<file path="src/sv/god_pkg.sv">
// Shared types and constants of the glyph outline decoder.
package god_pkg;

  localparam int MaxPoints   = 64;
  localparam int MaxContours = 16;
  localparam int PtAw        = $clog2(MaxPoints);
  localparam int PtW         = $clog2(MaxPoints + 1);
  localparam int CtAw        = $clog2(MaxContours);
  localparam int CtW         = $clog2(MaxContours + 1);
  localparam int QueueDepth  = 2;

  localparam logic [1:0] StPoint    = 2'd0;
  localparam logic [1:0] StEmpty    = 2'd1;
  localparam logic [1:0] StCompound = 2'd2;
  localparam logic [1:0] StOverflow = 2'd3;

  typedef struct packed {
    logic       start;
    logic [7:0] data;
  } item_t;

  typedef struct packed {
    logic [1:0]  status;
    logic [15:0] x;
    logic [15:0] y;
    logic        on_flag;
    logic [3:0]  contour_index;
    logic        contour_end;
    logic        last;
  } result_t;

endpackage

</file>
<file path="src/sv/god_in_queue.sv">
// Input byte queue between the stream slave port and the parse engine.
module god_in_queue (
  input  logic           clk_i,
  input  logic           rst_ni,
  input  logic           wr_valid_i,
  output logic           wr_ready_o,
  input  god_pkg::item_t wr_item_i,
  output logic           rd_valid_o,
  input  logic           rd_ready_i,
  output god_pkg::item_t rd_item_o
);

  localparam int Aw = $clog2(god_pkg::QueueDepth);
  localparam int Cw = $clog2(god_pkg::QueueDepth + 1);

  god_pkg::item_t mem_q [god_pkg::QueueDepth];
  logic [Aw-1:0]  wr_ptr_q, wr_ptr_d, rd_ptr_q, rd_ptr_d;
  logic [Cw-1:0]  count_q, count_d;
  logic           push, pop;

  assign wr_ready_o = (count_q != Cw'(god_pkg::QueueDepth));
  assign rd_valid_o = (count_q != '0);
  assign rd_item_o  = mem_q[rd_ptr_q];
  assign push       = wr_valid_i && wr_ready_o;
  assign pop        = rd_valid_o && rd_ready_i;

  always_comb begin
    wr_ptr_d = wr_ptr_q;
    rd_ptr_d = rd_ptr_q;
    count_d  = count_q;
    if (push) begin
      wr_ptr_d = (wr_ptr_q == Aw'(god_pkg::QueueDepth - 1)) ? '0 : wr_ptr_q + 1'b1;
    end
    if (pop) begin
      rd_ptr_d = (rd_ptr_q == Aw'(god_pkg::QueueDepth - 1)) ? '0 : rd_ptr_q + 1'b1;
    end
    if (push && !pop) begin
      count_d = count_q + 1'b1;
    end else if (pop && !push) begin
      count_d = count_q - 1'b1;
    end
  end

  always_ff @(posedge clk_i or negedge rst_ni) begin
    if (!rst_ni) begin
      wr_ptr_q <= '0;
      rd_ptr_q <= '0;
      count_q  <= '0;
    end else begin
      wr_ptr_q <= wr_ptr_d;
      rd_ptr_q <= rd_ptr_d;
      count_q  <= count_d;
    end
  end

  always_ff @(posedge clk_i) begin
    if (push) begin
      mem_q[wr_ptr_q] <= wr_item_i;
    end
  end

endmodule

</file>
<file path="src/sv/god_engine.sv">
// Parse engine: header, end indices, flags, x and y deltas, point output register.
module god_engine (
  input  logic             clk_i,
  input  logic             rst_ni,
  input  logic             in_valid_i,
  output logic             in_ready_o,
  input  god_pkg::item_t   in_item_i,
  output logic             out_valid_o,
  input  logic             out_ready_i,
  output god_pkg::result_t out_res_o
);

  typedef enum logic [3:0] {
    PH_IDLE, PH_HEAD, PH_ENDS, PH_ILEN, PH_ISKIP, PH_FLAG, PH_REP, PH_XS, PH_YS
  } phase_e;

  typedef enum logic [2:0] {
    ST_BYTE, ST_REP, ST_ADVX, ST_PT, ST_DRAIN, ST_FIN
  } state_e;

  localparam int PtAw = god_pkg::PtAw;
  localparam int PtW  = god_pkg::PtW;
  localparam int CtAw = god_pkg::CtAw;
  localparam int CtW  = god_pkg::CtW;

  state_e state_q, state_d;
  phase_e phase_q, phase_d;
  logic [3:0]     fbc_q, fbc_d;
  logic [7:0]     phb_q, phb_d;
  logic [15:0]    ct_q, ct_d;
  logic [15:0]    lo_q, lo_d;
  logic [15:0]    hi_q, hi_d;
  logic [15:0]    skip_q, skip_d;
  logic [7:0]     rep_q, rep_d;
  logic [15:0]    rc_q, rc_d;
  logic [PtW-1:0] total_q, total_d;
  logic [PtW-1:0] pc_q, pc_d;
  logic [CtW-1:0] cc_q, cc_d;
  logic [4:0]     last_flag_q, last_flag_d;
  logic [1:0]     fin_st_q, fin_st_d;
  logic           out_valid_q, out_valid_d;
  god_pkg::result_t out_res_q, out_res_d;

  logic [15:0] ends_q [god_pkg::MaxContours];
  logic        ends_we;
  logic [15:0] ends_wdata;

  logic [4:0]  flag_mem [god_pkg::MaxPoints];
  logic [15:0] x_mem [god_pkg::MaxPoints];
  logic [4:0]  flag_q;
  logic [15:0] x_q;
  logic        flag_we, x_we;
  logic [4:0]  flag_wdata;
  logic [15:0] x_wdata;
  logic [PtAw-1:0] waddr, raddr;

  logic        slot_free, take, start;
  phase_e      ph;
  logic [3:0]  fbc;
  logic [7:0]  b;
  logic [15:0] v;
  logic [16:0] v_inc;
  logic        sh_bit, same_bit, coord_done;
  logic [15:0] ends_rd;
  logic        at_end, fin_pt, pc_lt_total;
  logic [4:0]  f5;

  assign slot_free   = !out_valid_q || out_ready_i;
  assign in_ready_o  = (state_q == ST_BYTE);
  assign take        = in_valid_i && in_ready_o;
  assign start       = in_item_i.start;
  assign b           = in_item_i.data;
  assign ph          = start ? PH_HEAD : phase_q;
  assign fbc         = start ? 4'd0 : fbc_q;
  assign v           = {phb_q, b};
  assign v_inc       = {1'b0, v} + 17'd1;
  assign f5          = {b[5], b[4], b[2:0]};
  assign ends_rd     = ends_q[cc_q[CtAw-1:0]];
  assign pc_lt_total = (pc_q < total_q);
  assign at_end      = ({{(16-PtW){1'b0}}, pc_q} == ends_rd);
  assign fin_pt      = ((pc_q + 1'b1) == total_q);
  assign waddr       = pc_q[PtAw-1:0];
  assign raddr       = pc_d[PtAw-1:0];
  assign out_valid_o = out_valid_q;
  assign out_res_o   = out_res_q;
  assign sh_bit      = (ph == PH_XS) ? flag_q[1] : flag_q[2];
  assign same_bit    = (ph == PH_XS) ? flag_q[3] : flag_q[4];

  always_comb begin
    state_d     = state_q;
    phase_d     = phase_q;
    fbc_d       = fbc_q;
    phb_d       = phb_q;
    ct_d        = ct_q;
    lo_d        = lo_q;
    hi_d        = hi_q;
    skip_d      = skip_q;
    rep_d       = rep_q;
    rc_d        = rc_q;
    total_d     = total_q;
    pc_d        = pc_q;
    cc_d        = cc_q;
    last_flag_d = last_flag_q;
    fin_st_d    = fin_st_q;
    out_valid_d = out_valid_q && !out_ready_i;
    out_res_d   = out_res_q;
    ends_we     = 1'b0;
    ends_wdata  = v;
    flag_we     = 1'b0;
    flag_wdata  = f5;
    x_we        = 1'b0;
    x_wdata     = rc_q;
    coord_done  = 1'b0;

    unique case (state_q)
      ST_BYTE: begin
        if (take && (start || phase_q != PH_IDLE)) begin
          phase_d = ph;
          fbc_d   = fbc;
          unique case (ph)
            PH_HEAD: begin
              if (!fbc[0]) begin
                phb_d = b;
                fbc_d = fbc + 4'd1;
              end else begin
                if (fbc == 4'd1) ct_d = v;
                if (fbc == 4'd5) lo_d = v;
                if (fbc == 4'd9) hi_d = v;
                if (fbc < 4'd9) begin
                  fbc_d = fbc + 4'd1;
                end else begin
                  fbc_d = 4'd0;
                  if (ct_q == 16'd0) begin
                    fin_st_d = god_pkg::StEmpty;
                    phase_d  = PH_IDLE;
                    state_d  = ST_FIN;
                  end else if (ct_q[15]) begin
                    fin_st_d = god_pkg::StCompound;
                    phase_d  = PH_IDLE;
                    state_d  = ST_FIN;
                  end else if (ct_q > 16'(god_pkg::MaxContours)) begin
                    fin_st_d = god_pkg::StOverflow;
                    phase_d  = PH_IDLE;
                    state_d  = ST_FIN;
                  end else begin
                    phase_d = PH_ENDS;
                    cc_d    = '0;
                  end
                end
              end
            end
            PH_ENDS: begin
              if (fbc == 4'd0) begin
                phb_d = b;
                fbc_d = 4'd1;
              end else begin
                fbc_d   = 4'd0;
                ends_we = 1'b1;
                cc_d    = cc_q + 1'b1;
                if ({{(16-CtW){1'b0}}, cc_d} >= ct_q) begin
                  if (v_inc > 17'(god_pkg::MaxPoints)) begin
                    fin_st_d = god_pkg::StOverflow;
                    phase_d  = PH_IDLE;
                    state_d  = ST_FIN;
                  end else begin
                    total_d = v_inc[PtW-1:0];
                    phase_d = PH_ILEN;
                  end
                end
              end
            end
            PH_ILEN: begin
              if (fbc == 4'd0) begin
                phb_d = b;
                fbc_d = 4'd1;
              end else begin
                fbc_d   = 4'd0;
                skip_d  = v;
                pc_d    = '0;
                phase_d = (v != 16'd0) ? PH_ISKIP : PH_FLAG;
              end
            end
            PH_ISKIP: begin
              skip_d = skip_q - 16'd1;
              if (skip_d == 16'd0) begin
                pc_d    = '0;
                phase_d = PH_FLAG;
              end
            end
            PH_FLAG: begin
              flag_we     = 1'b1;
              last_flag_d = f5;
              pc_d        = pc_q + 1'b1;
              if (b[3]) begin
                phase_d = PH_REP;
              end else if (pc_d >= total_q) begin
                phase_d = PH_XS;
                pc_d    = '0;
                rc_d    = '0;
                fbc_d   = 4'd0;
                state_d = ST_ADVX;
              end
            end
            PH_REP: begin
              rep_d   = b;
              state_d = ST_REP;
            end
            PH_XS, PH_YS: begin
              if (sh_bit) begin
                rc_d       = same_bit ? rc_q + {8'd0, b} : rc_q - {8'd0, b};
                coord_done = 1'b1;
              end else if (fbc == 4'd0) begin
                phb_d = b;
                fbc_d = 4'd1;
              end else begin
                rc_d       = rc_q + v;
                fbc_d      = 4'd0;
                coord_done = 1'b1;
              end
              if (coord_done) begin
                if (ph == PH_XS) begin
                  x_we    = 1'b1;
                  x_wdata = rc_d;
                  pc_d    = pc_q + 1'b1;
                  state_d = ST_ADVX;
                end else begin
                  state_d = ST_PT;
                end
              end
            end
            default: begin
              phase_d = PH_IDLE;
            end
          endcase
        end
      end
      ST_REP: begin
        if (rep_q != 8'd0 && pc_lt_total) begin
          flag_we    = 1'b1;
          flag_wdata = last_flag_q;
          pc_d       = pc_q + 1'b1;
          rep_d      = rep_q - 8'd1;
        end else begin
          rep_d = 8'd0;
          if (!pc_lt_total) begin
            phase_d = PH_XS;
            pc_d    = '0;
            rc_d    = '0;
            fbc_d   = 4'd0;
            state_d = ST_ADVX;
          end else begin
            phase_d = PH_FLAG;
            state_d = ST_BYTE;
          end
        end
      end
      ST_ADVX: begin
        if (pc_lt_total && !flag_q[1] && flag_q[3]) begin
          x_we = 1'b1;
          pc_d = pc_q + 1'b1;
        end else if (!pc_lt_total) begin
          phase_d = PH_YS;
          pc_d    = '0;
          cc_d    = '0;
          rc_d    = '0;
          fbc_d   = 4'd0;
          state_d = ST_DRAIN;
        end else begin
          state_d = ST_BYTE;
        end
      end
      ST_PT, ST_DRAIN: begin
        if (state_q == ST_DRAIN && !(pc_lt_total && !flag_q[2] && flag_q[4])) begin
          state_d = ST_BYTE;
        end else if (slot_free) begin
          out_valid_d             = 1'b1;
          out_res_d.status        = god_pkg::StPoint;
          out_res_d.x             = x_q;
          out_res_d.y             = hi_q - (rc_q - lo_q);
          out_res_d.on_flag       = flag_q[0];
          out_res_d.contour_index = cc_q[3:0];
          out_res_d.contour_end   = at_end || fin_pt;
          out_res_d.last          = fin_pt;
          if (at_end && ({{(16-CtW){1'b0}}, cc_q} + 16'd1 < ct_q)) begin
            cc_d = cc_q + 1'b1;
          end
          pc_d = pc_q + 1'b1;
          if (fin_pt) begin
            phase_d = PH_IDLE;
            state_d = ST_BYTE;
          end else begin
            state_d = ST_DRAIN;
          end
        end
      end
      ST_FIN: begin
        if (slot_free) begin
          out_valid_d      = 1'b1;
          out_res_d        = '0;
          out_res_d.status = fin_st_q;
          out_res_d.last   = 1'b1;
          state_d          = ST_BYTE;
        end
      end
      default: begin
        state_d = ST_BYTE;
      end
    endcase
  end

  always_ff @(posedge clk_i or negedge rst_ni) begin
    if (!rst_ni) begin
      state_q     <= ST_BYTE;
      phase_q     <= PH_IDLE;
      fbc_q       <= '0;
      phb_q       <= '0;
      ct_q        <= '0;
      lo_q        <= '0;
      hi_q        <= '0;
      skip_q      <= '0;
      rep_q       <= '0;
      rc_q        <= '0;
      total_q     <= '0;
      pc_q        <= '0;
      cc_q        <= '0;
      last_flag_q <= '0;
      fin_st_q    <= '0;
      out_valid_q <= 1'b0;
      out_res_q   <= '0;
    end else begin
      state_q     <= state_d;
      phase_q     <= phase_d;
      fbc_q       <= fbc_d;
      phb_q       <= phb_d;
      ct_q        <= ct_d;
      lo_q        <= lo_d;
      hi_q        <= hi_d;
      skip_q      <= skip_d;
      rep_q       <= rep_d;
      rc_q        <= rc_d;
      total_q     <= total_d;
      pc_q        <= pc_d;
      cc_q        <= cc_d;
      last_flag_q <= last_flag_d;
      fin_st_q    <= fin_st_d;
      out_valid_q <= out_valid_d;
      out_res_q   <= out_res_d;
    end
  end

  always_ff @(posedge clk_i) begin
    if (ends_we) begin
      ends_q[cc_q[CtAw-1:0]] <= ends_wdata;
    end
  end

  // flag and x stores: registered read of the next cursor, write forwarded
  always_ff @(posedge clk_i) begin
    if (flag_we) begin
      flag_mem[waddr] <= flag_wdata;
    end
    if (x_we) begin
      x_mem[waddr] <= x_wdata;
    end
    flag_q <= (flag_we && waddr == raddr) ? flag_wdata : flag_mem[raddr];
    x_q    <= (x_we && waddr == raddr) ? x_wdata : x_mem[raddr];
  end

endmodule

</file>
<file path="src/sv/glyph_outline_decoder.sv">
// Top level of the simple-glyph outline decoder.
// Input stream: one record byte per request in s_axis_tdata_i, tuser marks the
// first byte of a record. A two-entry queue takes bytes while the engine works.
// Output stream: one request per point, or one status result (empty, compound,
// overflow) per rejected record; tlast marks the final result of a record.
// Steps: header, end-index, skip and flag bytes are parsed as they are taken;
// a flag repeat count copies the last flag once per repeat; complete flags
// then store each leading byte-less x; an x byte that finishes a
// coordinate stores it and then each following byte-less x; the last x
// starts the y pass, which emits each leading byte-less point; a y byte that
// finishes a coordinate emits its point and then each following byte-less point.
// A full output register makes the engine wait.
// Reset clears the parser to idle and the output register to empty; bytes
// not marked as a record start are then dropped. A stalled receiver holds
// the output register; the engine stops when it has a result to place and
// the queue then fills and lowers s_axis_tready_o.
module glyph_outline_decoder (
  input  logic        clk_i,
  input  logic        rst_ni,
  input  logic        s_axis_tvalid_i,
  output logic        s_axis_tready_o,
  input  logic [7:0]  s_axis_tdata_i,   // data_byte
  input  logic        s_axis_tuser_i,   // glyph_start
  output logic        m_axis_tvalid_o,
  input  logic        m_axis_tready_i,
  output logic [39:0] m_axis_tdata_o,   // point_x, point_y, on-curve flag, contour_index,
                                        // contour_end, zero pad
  output logic [1:0]  m_axis_tuser_o,   // status
  output logic        m_axis_tlast_o
);

  god_pkg::item_t   wr_item, rd_item;
  god_pkg::result_t res;
  logic             rd_valid, rd_ready;

  assign wr_item.start = s_axis_tuser_i;
  assign wr_item.data  = s_axis_tdata_i;

  god_in_queue u_queue (
    .clk_i      (clk_i),
    .rst_ni     (rst_ni),
    .wr_valid_i (s_axis_tvalid_i),
    .wr_ready_o (s_axis_tready_o),
    .wr_item_i  (wr_item),
    .rd_valid_o (rd_valid),
    .rd_ready_i (rd_ready),
    .rd_item_o  (rd_item)
  );

  god_engine u_engine (
    .clk_i       (clk_i),
    .rst_ni      (rst_ni),
    .in_valid_i  (rd_valid),
    .in_ready_o  (rd_ready),
    .in_item_i   (rd_item),
    .out_valid_o (m_axis_tvalid_o),
    .out_ready_i (m_axis_tready_i),
    .out_res_o   (res)
  );

  assign m_axis_tdata_o = {2'b00, res.contour_end, res.contour_index, res.on_flag,
                           res.y, res.x};
  assign m_axis_tuser_o = res.status;
  assign m_axis_tlast_o = res.last;

endmodule

</file>
<file path="config.mk">
export PLATFORM = sky130hd
export DESIGN_NAME = glyph_outline_decoder
export DESIGN_NICKNAME = d
export VERILOG_FILES = /design/src/sv/god_pkg.sv /design/src/sv/god_in_queue.sv /design/src/sv/god_engine.sv /design/src/sv/glyph_outline_decoder.sv
export SDC_FILE = /design/constraint.sdc
export NUM_CORES = 2
export LEC_CHECK = 0
export BUFFER_PORTS_ARGS = -buffer_cell sky130_fd_sc_hd__buf_2
export CAP_MARGIN = 15
export CORE_ASPECT_RATIO = 0.75
export CORE_MARGIN = 2
export CORE_UTILIZATION = 60
export DETAILED_ROUTE_END_ITERATION = 8
export PLACE_DENSITY = 0.76
export SLEW_MARGIN = 20
export SYNTH_ARGS = -nofsm -noshare
export SYNTH_HDL_FRONTEND = slang
export SYNTH_SLANG_ARGS = --single-unit
</file>
<file path="constraint.sdc">
create_clock -name clk_i -period 10.99 [get_ports clk_i]
set_input_delay 1.099 -clock clk_i [delete_from_list [all_inputs] [get_ports clk_i]]
set_output_delay 1.099 -clock clk_i [all_outputs]
set_load 0.02 [all_outputs]
</file>
==> summary.md <==
| Metric | Value |
|---|---|
| Synthesized flop and latch total | `1819` |
| Ports | `58` |
| Setup_tns | `0 ps` |
| CP max FO | `104` |
| Cell variety after synth | `91` |
| Die area | `between 100000 and 150000 um^2` |
| Synth Cell Area | `about 75000 um^2` |
| GRT met2 Usage | `0.437` |
| Latest clock arrival within the worst-skew pair | `about 820 ps` |
| CTS tree | `done` |
| Commonest non-fill, non-tap cell in the layout | `edfxtp_1` |
| Mapped Cells | `between 4000 and 5000` |
| WL/cell | `30.1 um` |
| WL final | `a little under 200 mm` |
| Share of cells above drive strength 1 | `0.177` |
| PD cells | `278 nW/um^2` |
| Max transition margin | `0.225` |
| Final setup violating endpoints | `0` |
| Vias in the first global route | `between 40000 and 50000` |
| Crit path capture type | `flop` |
| Status | `completed` |
| Unrepaired setup endpoints after global routing | `no` |
| First-pass GRT wire length | `just under 300 mm` |
| Synth top area share | `0.644` |
| Number of port buffers | `55` |
| CP Class | `reg -> reg` |
| Cell Area, Placed | `78300 um^2` |
| P_leak | `28.8 nW` |
| Ys async rst share | `0.0984` |
| Synth area leader | `edfxtp_1` |
| GRT met1 Usage | `0.476` |
| Total grt overflow | `0` |
| Syn avg cell area | `16.3 um^2` |
| Clk buf depth | `3` |
| Final ANT Viol Nets | `0` |
| Peak supply drop | `roughly 360 uV` |
| Mean number of vias per cell | `about 6.8` |
| Tot GR Track Use | `0.311` |
| Most frequent cells in the layout | `edfxtp_1 (1618), mux4_2 (290), nor2_1 (278)` |
| Post-placement cell count | `6278` |
| Core area | `approximately 120000 um^2` |
| Min-delay worst type | `in -> async` |
| Synth top area cells | `edfxtp_1 (64%), mux4_2 (8.7%), dfrtp_1 (5.9%)` |
| Largest net degree at the start of global routing | `115` |
| Fin. Hold Viols | `0` |
| Starting Density | `0.606` |
| TritonCTS buffer count | `between 150 and 200` |
| Seq/Total Area, Yosys | `0.709` |
| Drt pass-1 iters | `6` |
| Root buf cell | `clkbuf_16` |
| Grt met3 use | `0.0869` |
| Die Wd | `414 um` |
| Min Tclk post-route | `about 7800 ps` |
| GPL Wtd Cong | `0.934` |
| Post CTS Setup Buffer Count | `0` |
| Peak Freq | `129 MHz` |
| # DRC | `0` |
| Antenna violations before repair | `10` |
| Yosys Warn Count | `0` |
| DR iter-0 viols | `~6800` |
| Slew Limit Fails | `0` |
| Hold_buf cts | `0` |
| Post-CTS Resized | `0` |
| Final instance area | `around 84000 um^2` |
| NumNets Final | `around 4900` |
| Max Cap Viol | `0` |
| H-tree levels | `4` |
| Area growth from synthesis to layout | `11.0%` |
| Worst-margin pin slew | `about 1200 ps` |
| CTS clk-pin slew, worst paths | `approximately 60 ps` |
| Synth Flop Type | `edfxtp_1` |
| Grt peak-use layer | `met1` |
| Critical Path Source Type | `flop` |
| Final Non-Filler Cells | `around 6600` |
| Clock Sinks | `between 1500 and 2000` |
| Post-synth EDFFs | `approximately 1600` |
| Row count | `~110` |
| Required time of the worst setup path | `approximately 12000 ps` |
| Routed vias | `approximately 45000` |
| DIE HEIGHT | `a little over 300 um` |
| WP data arrival | `8460 ps` |
| Crit share post-route | `0.708` |
| Detailed placement HPWL | `between 100 and 150 mm` |
| Final Skew | `between 30 and 40 ps` |
[cell type report]
cell class	count	area, um^2
Sequential cell	1819	53500
Antenna cell	1	2.50
Tap cell	1653	2070
Clock inverter	90	1040
Multi-Input combinational cell	2379	20300
Inverter	197	749
Clock buffer	217	4520
Fill cell	8071	40800
Timing Repair Buffer	230	1620
[sequential cells by signal (all words and copies together) (netlist names), 18 cells and up, named ones only]
signal and flops:
u_engine.out_res_o 41, u_queue.mem_q 18, u_engine.flag_mem 320, u_engine.ends_q 256, u_engine.x_mem 1024
[worst max-delay path, cell delays in order, from the launching register on]
cell and delay, ps:
dfxtp_4 760, buf_4 540, mux4_2 570, a22oi_1 160, nand4_1 270, mux2i_2 380
a41oi_1 260, nor2_4 140, buf_4 640, or4_4 280, a22oi_4 80, buf_4 290
inv_8 640, buf_4 500, mux4_2 370, a22oi_1 510, nand4_1 450, or4_1 660
[report_power, final]
group | internal, W | total, W | switching [W]
Clock | 0.00335 | 0.00593 | 0.00258
Combinational | 0.00307 | 0.00843 | 0.00536
Sequential | 0.00855 | 0.00893 | 0.000379
[metrics by stage]
stage          hold WS, ps  setup WS (ps)  power [W]   util
2_1_floorplan          410           3350     0.0147      -
3_3_place_gp           456           3490     0.0171  0.628
3_5_place_dp           463           3360     0.0173  0.628
4_1_cts                206           3330     0.0232  0.673
5_1_grt                231           2940     0.0242  0.673
6_report               228           3210     0.0233  0.673
[path summary, 6_finish.rpt]
kind                                    startpoint                                  end  slack [ps]  depth (start not counted)
setup / recovery                              flop              u_engine.x_q[1]$_DFF_P_        3210                         17
hold / removal                              rst_ni  u_engine.last_flag_q[0]$_DFFE_PN0P_         230                          1
setup reg to reg                              flop              u_engine.x_q[1]$_DFF_P_        3210                         17
hold reg to reg            u_engine.x_q[8]$_DFF_P_   u_engine.out_res_o[31]$_DFFE_PN0P_         470                          2
max in group asynchronous                   rst_ni   u_engine.out_res_o[36]$_DFFE_PN0P_        9410                          2
min in group clk_i         u_engine.x_q[8]$_DFF_P_   u_engine.out_res_o[31]$_DFFE_PN0P_         470                          2
[synth_stat cells (all sizes together), types with 9 or more instances]
master and instances:
dfrtp 179, or3 18, inv 193, mux2 35, o21ai 172, a41oi 20, edfxtp 1618, nor3 42
o21a 9, xnor2 64, buf 107, o211ai 15, fa 17, or4 33, o22ai 56, a211oi 16
nor2b 17, nand4 32, ha 82, nor3b 14, o21bai 14, or2 14, a21oi 122, clkbuf 145
nor4 43, dfxtp 22, mux2i 203, nand2b 25, xor2 17, a22o 18, a31oi 27, nand3 247
nand2 242, a21o 15, and3 10, nor2 284, a22oi 88, mux4 290
[cells by family (layout without fill, tap and decap cells)]
| group | Yosys count | count (layout) | share of synthesized area |
|---|---|---|---|
| flops | 1819 | 1819 | 0.709 |
| simple gates | 1041 | 1041 | 0.0654 |
| compound gates | 628 | 628 | 0.0541 |
| mux | 528 | 528 | 0.119 |
| buf+inv | 449 | 734 | 0.0256 |
| fa+ha+maj | 99 | 99 | 0.0181 |
| xor+xnor | 81 | 81 | 0.00940 |
| other cells | 1 | 3 | 0.0000497 |
[metal layers]
layer | wire (um) | share of wire
met4 | 6150 | 0.031
met5 | 34 | 0.00017
met3 | 26900 | 0.14
met2 | 87300 | 0.44
met1 | 78300 | 0.39
(Power assumes the default switching activity.)
